<file path="config.mk">
export PLATFORM = sky130hd
export DESIGN_NAME = gjr_garch_variance_recursion_core
export DESIGN_NICKNAME = d
export VERILOG_FILES = /design/src/rtl/gjr_pkg.sv /design/src/rtl/gjr_mul.sv /design/src/rtl/gjr_sqrt.sv /design/src/rtl/gjr_garch_variance_recursion_core.sv
export SDC_FILE = /design/constraint.sdc
export NUM_CORES = 2
export LEC_CHECK = 0
export ABC_AREA = 1
export BUFFER_PORTS_ARGS = -buffer_cell sky130_fd_sc_hd__buf_4
export CAP_MARGIN = 20
export CELL_PAD_IN_SITES_DETAIL_PLACEMENT = 2
export CELL_PAD_IN_SITES_GLOBAL_PLACEMENT = 2
export CORE_ASPECT_RATIO = 0.5
export CORE_MARGIN = 2
export CORE_UTILIZATION = 44
export CTS_BUF_LIST = sky130_fd_sc_hd__clkbuf_4 sky130_fd_sc_hd__clkbuf_8
export DETAILED_ROUTE_END_ITERATION = 10
export MAX_ROUTING_LAYER = met4
export PLACE_DENSITY_LB_ADDON = 0.1
export SYNTH_ARGS = -nofsm -noshare
export SYNTH_HDL_FRONTEND = slang
export SYNTH_SLANG_ARGS = --single-unit
</file>
<file path="constraint.sdc">
create_clock -name aclk -period 18.2 [get_ports aclk]
set_input_delay 2.73 -clock aclk [delete_from_list [all_inputs] [get_ports aclk]]
set_output_delay 2.73 -clock aclk [all_outputs]
set_load 0.05 [all_outputs]
</file>
<file path="src/rtl/gjr_pkg.sv">
// Shared types and constants for the GJR-GARCH variance recursion core.
// Used by gjr_mul, gjr_sqrt and gjr_garch_variance_recursion_core.
// No dependencies.
package gjr_pkg;

    // Lag depth of the variance, squared residual and negative-shock squared residual history.
    localparam int MAX_ORDER = 2;
    localparam int LAG_W     = (MAX_ORDER > 1) ? $clog2(MAX_ORDER) : 1;

    // Q16.16 data word and derived widths.
    localparam int DATA_W    = 32;
    localparam int FRAC_W    = 16;
    localparam int PROD_W    = 2 * DATA_W;
    localparam int QPROD_W   = PROD_W - FRAC_W;
    localparam int ACC_W     = QPROD_W + 4;

    // Square root: radicand is h shifted up by the fraction width.
    localparam int SQRT_IN_W = DATA_W + FRAC_W;
    localparam int ROOT_W    = SQRT_IN_W / 2;
    localparam int ROOT_CNT_W = $clog2(ROOT_W);
    localparam int SQRT_REM_W = ROOT_W + 2;

    // Stream widths.
    localparam int S_TDATA_W = 168;
    localparam int S_TUSER_W = 1;
    localparam int M_TDATA_W = 72;

    // Configuration register indexes.
    localparam int CFG_IDX_W = 3;
    localparam logic [CFG_IDX_W-1:0] CFG_OMEGA   = 3'd0;
    localparam logic [CFG_IDX_W-1:0] CFG_ALPHA_1 = 3'd1;
    localparam logic [CFG_IDX_W-1:0] CFG_ALPHA_2 = 3'd2;
    localparam logic [CFG_IDX_W-1:0] CFG_GAMMA_1 = 3'd3;
    localparam logic [CFG_IDX_W-1:0] CFG_GAMMA_2 = 3'd4;
    localparam logic [CFG_IDX_W-1:0] CFG_BETA_1  = 3'd5;
    localparam logic [CFG_IDX_W-1:0] CFG_BETA_2  = 3'd6;

    // Request kinds carried in s_tuser.
    localparam logic OP_LOAD = 1'b0;
    localparam logic OP_STEP = 1'b1;

    // Sequencer states.
    typedef enum logic [3:0] {
        ST_IDLE,
        ST_MAC,
        ST_MAC_W,
        ST_SAT,
        ST_ROOT,
        ST_RES,
        ST_RES_W,
        ST_SQ,
        ST_SQ_W
    } state_t;

    // Which coefficient/history pair the multiply-accumulate pass is on.
    typedef enum logic [1:0] {
        TERM_ALPHA,
        TERM_GAMMA,
        TERM_BETA
    } term_t;

endpackage

</file>
<file path="src/rtl/gjr_mul.sv">
// Shared signed Q16.16 multiplier with registered product and round-half-up.
// Depends on gjr_pkg.
module gjr_mul (
    input  logic                                aclk,
    input  logic signed [gjr_pkg::DATA_W-1:0]   a,
    input  logic signed [gjr_pkg::DATA_W-1:0]   b,
    output logic signed [gjr_pkg::QPROD_W-1:0]  q
);
    import gjr_pkg::*;

    logic signed [PROD_W-1:0] prod_reg;
    logic signed [PROD_W-1:0] prod_rnd;

    // Full product, registered before any further arithmetic.
    always_ff @(posedge aclk) begin
        prod_reg <= a * b;
    end

    // Add one half LSB and drop the fraction bits (floor shift).
    assign prod_rnd = prod_reg + PROD_W'(64'sd1 <<< (FRAC_W - 1));
    assign q        = prod_rnd[PROD_W-1:FRAC_W];

endmodule

</file>
<file path="src/rtl/gjr_sqrt.sv">
// Bit-serial integer square root, one result bit per cycle.
// Depends on gjr_pkg.
module gjr_sqrt (
    input  logic                              aclk,
    input  logic                              aresetn,
    input  logic                              start,
    input  logic [gjr_pkg::SQRT_IN_W-1:0]     x,
    output logic                              done,
    output logic [gjr_pkg::ROOT_W-1:0]        root
);
    import gjr_pkg::*;

    logic                    busy_reg;
    logic                    done_reg;
    logic [ROOT_CNT_W-1:0]   cnt_reg;
    logic [SQRT_IN_W-1:0]    rad_reg;
    logic [SQRT_REM_W-1:0]   rem_reg;
    logic [ROOT_W-1:0]       root_reg;

    logic [SQRT_REM_W+1:0]   rem_sh;
    logic [SQRT_REM_W+1:0]   trial;
    logic                    fits;
    logic [SQRT_REM_W+1:0]   rem_sub;

    // One restoring step: bring down two radicand bits, try root*4+1.
    always_comb begin
        rem_sh  = {rem_reg, rad_reg[SQRT_IN_W-1 -: 2]};
        trial   = {2'b00, root_reg, 2'b01};
        fits    = (rem_sh >= trial);
        rem_sub = rem_sh - trial;
    end

    // Iteration control.
    always_ff @(posedge aclk) begin
        if (!aresetn) begin
            busy_reg <= 1'b0;
            done_reg <= 1'b0;
            cnt_reg  <= '0;
        end else begin
            done_reg <= 1'b0;
            if (start) begin
                busy_reg <= 1'b1;
                cnt_reg  <= ROOT_CNT_W'(ROOT_W - 1);
            end else if (busy_reg) begin
                cnt_reg <= cnt_reg - 1'b1;
                if (cnt_reg == '0) begin
                    busy_reg <= 1'b0;
                    done_reg <= 1'b1;
                end
            end
        end
    end

    // Remainder, root and radicand shift.
    always_ff @(posedge aclk) begin
        if (start) begin
            rad_reg  <= x;
            rem_reg  <= '0;
            root_reg <= '0;
        end else if (busy_reg) begin
            rad_reg  <= {rad_reg[SQRT_IN_W-3:0], 2'b00};
            rem_reg  <= fits ? rem_sub[SQRT_REM_W-1:0] : rem_sh[SQRT_REM_W-1:0];
            root_reg <= {root_reg[ROOT_W-2:0], fits};
        end
    end

    assign done = done_reg;
    assign root = root_reg;

endmodule

</file>
<file path="src/rtl/gjr_garch_variance_recursion_core.sv">
// Top level of the GJR-GARCH variance recursion core: sequencer, registers,
// history and output stage. Depends on gjr_pkg, gjr_mul and gjr_sqrt.
//
//  Channel  Direction  Handshake          Payload
//  s_       in         s_tvalid/s_tready  tdata h_in,e_in,nres_in,z,vx,neg; tuser operation
//  m_       out        m_tvalid/m_tready  tdata h_out,res_out,flag
//  cfg_     in         cfg_wr_en          cfg_index, cfg_wdata (no read-back)
//
// A load request leaves the block ready again at once.
// A step request runs from the idle state that accepts it through the
// multiply-accumulate passes and a drain of the multiplier, saturation,
// the bit-serial square root, and the residual and its square.
// aresetn is synchronous; it clears coefficients, history and the output valid.
// A result waiting on m_tready holds the last step until the output is free.
module gjr_garch_variance_recursion_core (
    input  logic                               aclk,
    input  logic                               aresetn,
    input  logic                               cfg_wr_en,
    input  logic [gjr_pkg::CFG_IDX_W-1:0]      cfg_index,
    input  logic [gjr_pkg::DATA_W-1:0]         cfg_wdata,
    input  logic                               s_tvalid,
    output logic                               s_tready,
    // h_in[31:0], e_in[63:32], nres_in[95:64], z[127:96], vx[159:128],
    // neg[160], zero fill [167:161]
    input  logic [gjr_pkg::S_TDATA_W-1:0]      s_tdata,
    // operation[0]
    input  logic [gjr_pkg::S_TUSER_W-1:0]      s_tuser,
    output logic                               m_tvalid,
    input  logic                               m_tready,
    // h_out[31:0], res_out[63:32], flag[64], zero fill [71:65]
    output logic [gjr_pkg::M_TDATA_W-1:0]      m_tdata
);
    import gjr_pkg::*;

    typedef struct packed {
        logic [DATA_W-1:0] val;
        logic              ovf;
    } sat_t;

    // Saturate a wide signed value to the 32-bit signed range.
    function automatic sat_t sat32(input logic signed [ACC_W-1:0] v);
        sat_t r;
        logic signed [ACC_W-1:0] hi;
        logic signed [ACC_W-1:0] lo;
        hi = ACC_W'(64'sd2147483647);
        lo = ACC_W'(-64'sd2147483648);
        if (v > hi) begin
            r.val = {1'b0, {(DATA_W-1){1'b1}}};
            r.ovf = 1'b1;
        end else if (v < lo) begin
            r.val = {1'b1, {(DATA_W-1){1'b0}}};
            r.ovf = 1'b1;
        end else begin
            r.val = v[DATA_W-1:0];
            r.ovf = 1'b0;
        end
        return r;
    endfunction

    // Input field unpacking.
    logic                      in_op;
    logic signed [DATA_W-1:0]  in_h;
    logic signed [DATA_W-1:0]  in_e;
    logic signed [DATA_W-1:0]  in_n;
    logic signed [DATA_W-1:0]  in_z;
    logic signed [DATA_W-1:0]  in_vx;
    logic                      in_neg;

    assign in_op  = s_tuser[0];
    assign in_h   = s_tdata[31:0];
    assign in_e   = s_tdata[63:32];
    assign in_n   = s_tdata[95:64];
    assign in_z   = s_tdata[127:96];
    assign in_vx  = s_tdata[159:128];
    assign in_neg = s_tdata[160];

    // Control and state registers.
    state_t                    state_reg, state_next;
    term_t                     term_reg;
    logic [LAG_W-1:0]          lag_reg;
    logic                      prod_vld_reg;
    logic                      m_tvalid_reg;

    // Coefficients and history.
    logic signed [DATA_W-1:0]  omega_reg;
    logic signed [DATA_W-1:0]  alpha_reg [MAX_ORDER];
    logic signed [DATA_W-1:0]  gamma_reg [MAX_ORDER];
    logic signed [DATA_W-1:0]  beta_reg  [MAX_ORDER];
    logic signed [DATA_W-1:0]  var_hist_reg   [MAX_ORDER];
    logic signed [DATA_W-1:0]  sqres_hist_reg [MAX_ORDER];
    logic signed [DATA_W-1:0]  negsq_hist_reg [MAX_ORDER];

    // Per-step datapath registers.
    logic signed [ACC_W-1:0]   acc_reg;
    logic signed [DATA_W-1:0]  h_reg;
    logic signed [DATA_W-1:0]  res_reg;
    logic signed [DATA_W-1:0]  z_reg;
    logic                      neg_reg;
    logic                      flag_reg;
    logic [DATA_W-1:0]         m_h_reg;
    logic [DATA_W-1:0]         m_res_reg;
    logic                      m_flag_reg;

    // Sequencer outputs and datapath nets.
    logic                      accept;
    logic                      accept_load;
    logic                      accept_step;
    logic                      mac_last;
    logic                      out_free;
    logic                      sq_fin;
    logic                      root_start;
    logic                      root_done;
    logic [ROOT_W-1:0]         root;
    logic [SQRT_IN_W-1:0]      root_x;
    logic signed [DATA_W-1:0]  mul_a;
    logic signed [DATA_W-1:0]  mul_b;
    logic signed [QPROD_W-1:0] mul_q;
    logic signed [ACC_W-1:0]   mul_q_ext;
    sat_t                      h_sat;
    sat_t                      q_sat;
    logic                      h_neg;
    logic                      push_en;
    logic signed [DATA_W-1:0]  push_h;
    logic signed [DATA_W-1:0]  push_e;
    logic signed [DATA_W-1:0]  push_n;

    // Shared arithmetic units.
    gjr_mul u_mul (
        .aclk (aclk),
        .a    (mul_a),
        .b    (mul_b),
        .q    (mul_q)
    );

    gjr_sqrt u_sqrt (
        .aclk    (aclk),
        .aresetn (aresetn),
        .start   (root_start),
        .x       (root_x),
        .done    (root_done),
        .root    (root)
    );

    assign mul_q_ext = ACC_W'(mul_q);
    assign h_sat     = sat32(acc_reg);
    assign q_sat     = sat32(mul_q_ext);
    assign h_neg     = h_sat.val[DATA_W-1];
    assign root_x    = h_neg ? '0 : {h_sat.val, {FRAC_W{1'b0}}};
    assign mac_last  = (term_reg == TERM_BETA) && (lag_reg == LAG_W'(MAX_ORDER - 1));
    assign out_free  = !m_tvalid_reg || m_tready;

    // Next-state logic.
    always_comb begin
        state_next = state_reg;
        case (state_reg)
            ST_IDLE: begin
                if (s_tvalid && in_op == OP_STEP) begin
                    state_next = ST_MAC;
                end
            end
            ST_MAC: begin
                if (mac_last) begin
                    state_next = ST_MAC_W;
                end
            end
            ST_MAC_W: state_next = ST_SAT;
            ST_SAT:   state_next = ST_ROOT;
            ST_ROOT: begin
                if (root_done) begin
                    state_next = ST_RES;
                end
            end
            ST_RES:   state_next = ST_RES_W;
            ST_RES_W: state_next = ST_SQ;
            ST_SQ:    state_next = ST_SQ_W;
            ST_SQ_W: begin
                if (out_free) begin
                    state_next = ST_IDLE;
                end
            end
            default:  state_next = ST_IDLE;
        endcase
    end

    // Sequencer outputs: handshake, root start and multiplier operands.
    always_comb begin
        s_tready   = 1'b0;
        root_start = 1'b0;
        sq_fin     = 1'b0;
        mul_a      = '0;
        mul_b      = '0;
        case (state_reg)
            ST_IDLE: s_tready = 1'b1;
            ST_MAC: begin
                case (term_reg)
                    TERM_ALPHA: begin
                        mul_a = alpha_reg[lag_reg];
                        mul_b = sqres_hist_reg[lag_reg];
                    end
                    TERM_GAMMA: begin
                        mul_a = gamma_reg[lag_reg];
                        mul_b = negsq_hist_reg[lag_reg];
                    end
                    TERM_BETA: begin
                        mul_a = beta_reg[lag_reg];
                        mul_b = var_hist_reg[lag_reg];
                    end
                    default: begin
                        mul_a = '0;
                        mul_b = '0;
                    end
                endcase
            end
            ST_SAT: root_start = 1'b1;
            ST_RES: begin
                mul_a = DATA_W'(root);
                mul_b = z_reg;
            end
            ST_SQ: begin
                mul_a = res_reg;
                mul_b = res_reg;
            end
            ST_SQ_W: begin
                mul_a  = res_reg;
                mul_b  = res_reg;
                sq_fin = out_free;
            end
            default: begin
                s_tready = 1'b0;
            end
        endcase
    end

    assign accept      = s_tvalid && s_tready;
    assign accept_load = accept && (in_op == OP_LOAD);
    assign accept_step = accept && (in_op == OP_STEP);

    // History push: presample values on load, new values at the end of a step.
    always_comb begin
        push_en = accept_load || sq_fin;
        if (accept_load) begin
            push_h = in_h;
            push_e = in_e;
            push_n = in_n;
        end else begin
            push_h = h_reg;
            push_e = q_sat.val;
            push_n = neg_reg ? q_sat.val : '0;
        end
    end

    // Control state, configuration and history registers.
    always_ff @(posedge aclk) begin
        if (!aresetn) begin
            state_reg    <= ST_IDLE;
            term_reg     <= TERM_ALPHA;
            lag_reg      <= '0;
            prod_vld_reg <= 1'b0;
            m_tvalid_reg <= 1'b0;
            omega_reg    <= '0;
            for (int j = 0; j < MAX_ORDER; j++) begin
                alpha_reg[j]      <= '0;
                gamma_reg[j]      <= '0;
                beta_reg[j]       <= '0;
                var_hist_reg[j]   <= '0;
                sqres_hist_reg[j] <= '0;
                negsq_hist_reg[j] <= '0;
            end
        end else begin
            state_reg    <= state_next;
            prod_vld_reg <= (state_reg == ST_MAC);

            // Walk the coefficient terms, lag by lag.
            if (accept_step) begin
                term_reg <= TERM_ALPHA;
                lag_reg  <= '0;
            end else if (state_reg == ST_MAC) begin
                case (term_reg)
                    TERM_ALPHA: term_reg <= TERM_GAMMA;
                    TERM_GAMMA: term_reg <= TERM_BETA;
                    default: begin
                        term_reg <= TERM_ALPHA;
                        lag_reg  <= lag_reg + 1'b1;
                    end
                endcase
            end

            // Output valid.
            if (sq_fin) begin
                m_tvalid_reg <= 1'b1;
            end else if (m_tready) begin
                m_tvalid_reg <= 1'b0;
            end

            // Configuration writes.
            if (cfg_wr_en) begin
                case (cfg_index)
                    CFG_OMEGA:   omega_reg    <= cfg_wdata;
                    CFG_ALPHA_1: alpha_reg[0] <= cfg_wdata;
                    CFG_ALPHA_2: alpha_reg[1] <= cfg_wdata;
                    CFG_GAMMA_1: gamma_reg[0] <= cfg_wdata;
                    CFG_GAMMA_2: gamma_reg[1] <= cfg_wdata;
                    CFG_BETA_1:  beta_reg[0]  <= cfg_wdata;
                    CFG_BETA_2:  beta_reg[1]  <= cfg_wdata;
                    default: begin
                        omega_reg <= omega_reg;
                    end
                endcase
            end

            // Shift history by one lag.
            if (push_en) begin
                for (int j = MAX_ORDER - 1; j > 0; j--) begin
                    var_hist_reg[j]   <= var_hist_reg[j-1];
                    sqres_hist_reg[j] <= sqres_hist_reg[j-1];
                    negsq_hist_reg[j] <= negsq_hist_reg[j-1];
                end
                var_hist_reg[0]   <= push_h;
                sqres_hist_reg[0] <= push_e;
                negsq_hist_reg[0] <= push_n;
            end
        end
    end

    // Step datapath: accumulate, saturate, residual, squared residual.
    always_ff @(posedge aclk) begin
        if (accept_step) begin
            acc_reg  <= ACC_W'(in_h) + ACC_W'(omega_reg) + ACC_W'(in_vx);
            z_reg    <= in_z;
            neg_reg  <= in_neg;
            flag_reg <= 1'b0;
        end else if (prod_vld_reg) begin
            acc_reg <= acc_reg + mul_q_ext;
        end else if (state_reg == ST_SAT) begin
            h_reg    <= h_sat.val;
            flag_reg <= h_sat.ovf || h_neg;
        end else if (state_reg == ST_RES_W) begin
            res_reg  <= q_sat.val;
            flag_reg <= flag_reg || q_sat.ovf;
        end
        if (sq_fin) begin
            m_h_reg    <= h_reg;
            m_res_reg  <= res_reg;
            m_flag_reg <= flag_reg || q_sat.ovf;
        end
    end

    assign m_tvalid = m_tvalid_reg;
    assign m_tdata  = {7'b0, m_flag_reg, m_res_reg, m_h_reg};

    // A root result is only expected while the sequencer waits for it.
    a_root_done_in_wait: assert property (@(posedge aclk) disable iff (!aresetn)
        root_done |-> state_reg == ST_ROOT)
        else $error("square root finished outside its wait state");

    // A new result only appears at the end of a step.
    a_result_from_step: assert property (@(posedge aclk) disable iff (!aresetn)
        $rose(m_tvalid) |-> $past(state_reg) == ST_SQ_W)
        else $error("result raised outside the final step state");

    // An unflagged result never carries a negative variance.
    a_unflagged_nonneg: assert property (@(posedge aclk) disable iff (!aresetn)
        m_tvalid && !m_tdata[64] |-> !m_tdata[31])
        else $error("negative variance without flag");

    // A negative variance gives a zero residual and sets the flag.
    a_neg_var_zero_res: assert property (@(posedge aclk) disable iff (!aresetn)
        m_tvalid && m_tdata[31] |-> m_tdata[63:32] == '0 && m_tdata[64])
        else $error("negative variance with nonzero residual");

endmodule
</file>
==> run metrics <==
# IOs 283; RSZ-0062 raised after global routing false; Cells after DPL 11386; Crit path max-delay family adder cells; Setup Skew 0.0644 ns; status complete, no violations; die width 598 um; Layout area overhead 9.17%; hold buffers post-CTS 0; initial antenna violation count 23; startpoint types flip-flop; GRT Util Overall 39.1%; Post-Syn Area 77600 um^2; fraction of layout cells with a size suffix above 1 7.57%; crit path kind flip-flop to flip-flop; initial core utilization 44.5%; crit path DAT 12.97 ns; critical path data required time 18.89 ns; # setup viols final 0; Initial DRT Pass Iterations 8; Final #Nets 10831; Resized Gates After CTS 0; Clock Latency Late Sink 0.92 ns; register area share after synthesis 28.2%; cell count after synthesis 9077; Lkg Pwr 43.0 nW; CP max stage cell o22ai_1; htree depth 4; drt initial violations 5587; first-pass GRT wire length 499000 um; EDFF count, synth 630; full die area 180000 um^2; Slew @ Worst Pin 1.30 ns; Crit. End Element flip-flop; Fin. Hold Viols 0; vias per inst 5.71; Post-synth ARST share 0%; clk slew on worst S/H paths 0.07 ns; VDD IR max 0.0923 mV; grt ovf 0; R2R setup slack 5.93 ns; Sink Count 779; final wirelength 339000 um; Post-Syn Area per Cell 8.55 um^2; CP dominant cell by count fa_1; post-CTS setup buffers 0; Vias 66508; slew margin rel. 13.6%; vias in the first global route 76230; post-route insts no fill 11651; RePlAce Congestion 0.950; Primary FF master, synth edfxtp_1; largest net degree at the start of global routing 166; fin. max-slew vios 0; CTS tree yes; max cap viols 0; Hold Crit Class flip-flop to flip-flop; sum of negative setup slack 0 ns; Core Area 174000 um^2; CP bufs+invs 9; top achievable clock speed 81.5 MHz; drt drc 0; count of cell types in the netlist 57; Die Y-Extent 301 um; CTS root buf clkbuf_8; IO Port Bufs 268; Hold WS 0.458 ns; Yosys reg bits 779; DP Wirelength 262000 um; YS warnings 0; PD cells 83.8 nW/um^2; CTS max path bufs 3; Tcrit/Tclk final 67.4%; Max FO, Critical Path 60; slowest cell delay on critical path 1.00 ns; Tmin final 12.27 ns; ANT nets after route 0; Cell Rows 108; clock buffer count from CTS 135; WL per Instance 29.1 um
Yosys cell counts, drive strengths merged, types with 2 or more instances:
cell type | number | share of area, %
nand2 | 2185 | 11
inv | 2107 | 10
fa | 1115 | 29
nor2 | 645 | 3.2
edfxtp | 630 | 24
a21oi | 448 | 2.9
o21ai | 359 | 2.3
ha | 292 | 4.7
nand3 | 210 | 1.4
clkbuf | 207 | 1.0
buf | 180 | 1.2
dfxtp | 149 | 3.8
a221oi | 110 | 1.2
xor2 | 81 | 0.91
xnor2 | 43 | 0.49
nand4 | 37 | 0.30
nor3 | 37 | 0.27
o211ai | 36 | 0.35
o22ai | 28 | 0.23
o21a | 27 | 0.26
a22oi | 24 | 0.23
a31oi | 23 | 0.19
nor4 | 18 | 0.15
a21o | 14 | 0.14
o21bai | 12 | 0.12
o221ai | 10 | 0.11
o31ai | 8 | 0.077
a211oi | 6 | 0.058
or2 | 6 | 0.048
and3 | 4 | 0.032
clkinv | 4 | 0.019
nand3b | 4 | 0.039
a21boi | 3 | 0.029
a221o | 2 | 0.026
a311oi | 2 | 0.023
a31o | 2 | 0.023
o221a | 2 | 0.029
final timing paths:
check	startpoint	endpoint	depth (start not counted)
max	flip-flop	u_mul.prod_reg[47]	32
min	h_reg[30]	m_h_reg[30]	0
max reg2reg	flip-flop	u_mul.prod_reg[47]	32
min reg2reg	h_reg[30]	m_h_reg[30]	0
cell type report:
cell class	count	area, um^2
Antenna cell	15	37.5
Clock buffer	197	2390
Clock inverter	51	379
Fill cell	19273	89600
Inverter	2111	7930
Multi-Input combinational cell	5806	46300
Sequential cell	779	21900
Tap cell	2310	2890
Timing Repair Buffer	382	2910
metrics by stage:
stage / power, mW / util, % / instance area, um^2 / worst slack [ns]
after floorplan: 4.05 / - / 77600 / 9.68
after global placement: 5.07 / 47.0 / 81900 / 6.68
after detailed placement: 5.25 / 47.0 / 81900 / 6.05
after CTS: 7.02 / 48.5 / 84600 / 5.94
after global routing: 7.40 / 48.6 / 84700 / 5.50
final: 7.10 / 48.6 / 84700 / 5.93
cells in the final DEF, fill, tap and decap left out, types with 51 or more instances in the layout:
cell type     n
ha_1        292
nand2_1    2145
nor2_1      625
dfxtp_1     148
clkbuf_8    146
a21oi_1     448
edfxtp_1    630
nand3_1     202
clkbuf_4     51
xor2_1       81
fa_1       1115
buf_4       379
a221oi_1    110
inv_1      2097
o21ai_0     351
layer usage:
metal	routed length, um	vias to the layer above	global-route usage [%]	share of wire [%]
li1	-	28033	-	-
met1	136000	35117	48.2	40
met2	165000	2599	64.8	49
met3	21100	759	4.88	6.2
met4	16300	0	17.1	4.8
met5	0	-	-	0
cell families (layout without fill, tap and decap cells):
group	after synthesis	in the layout	share of synthesized area, %
simple gates	3150	3150	16.1
buf+inv	2498	2741	12.4
xor+xnor	124	124	1.40
fa+ha+maj	1407	1407	33.5
other cells	1	22	0.00483
compound gates	1118	1118	8.37
flops	779	779	28.2
power breakdown:
part	switching [mW]	internal, mW	total [mW]
registers	0.189	2.16	2.35
logic	2.14	0.866	3.01
clock network	0.860	0.878	1.74
total	3.19	3.90	7.10
No activity file was read; power rests on OpenSTA's default activity.
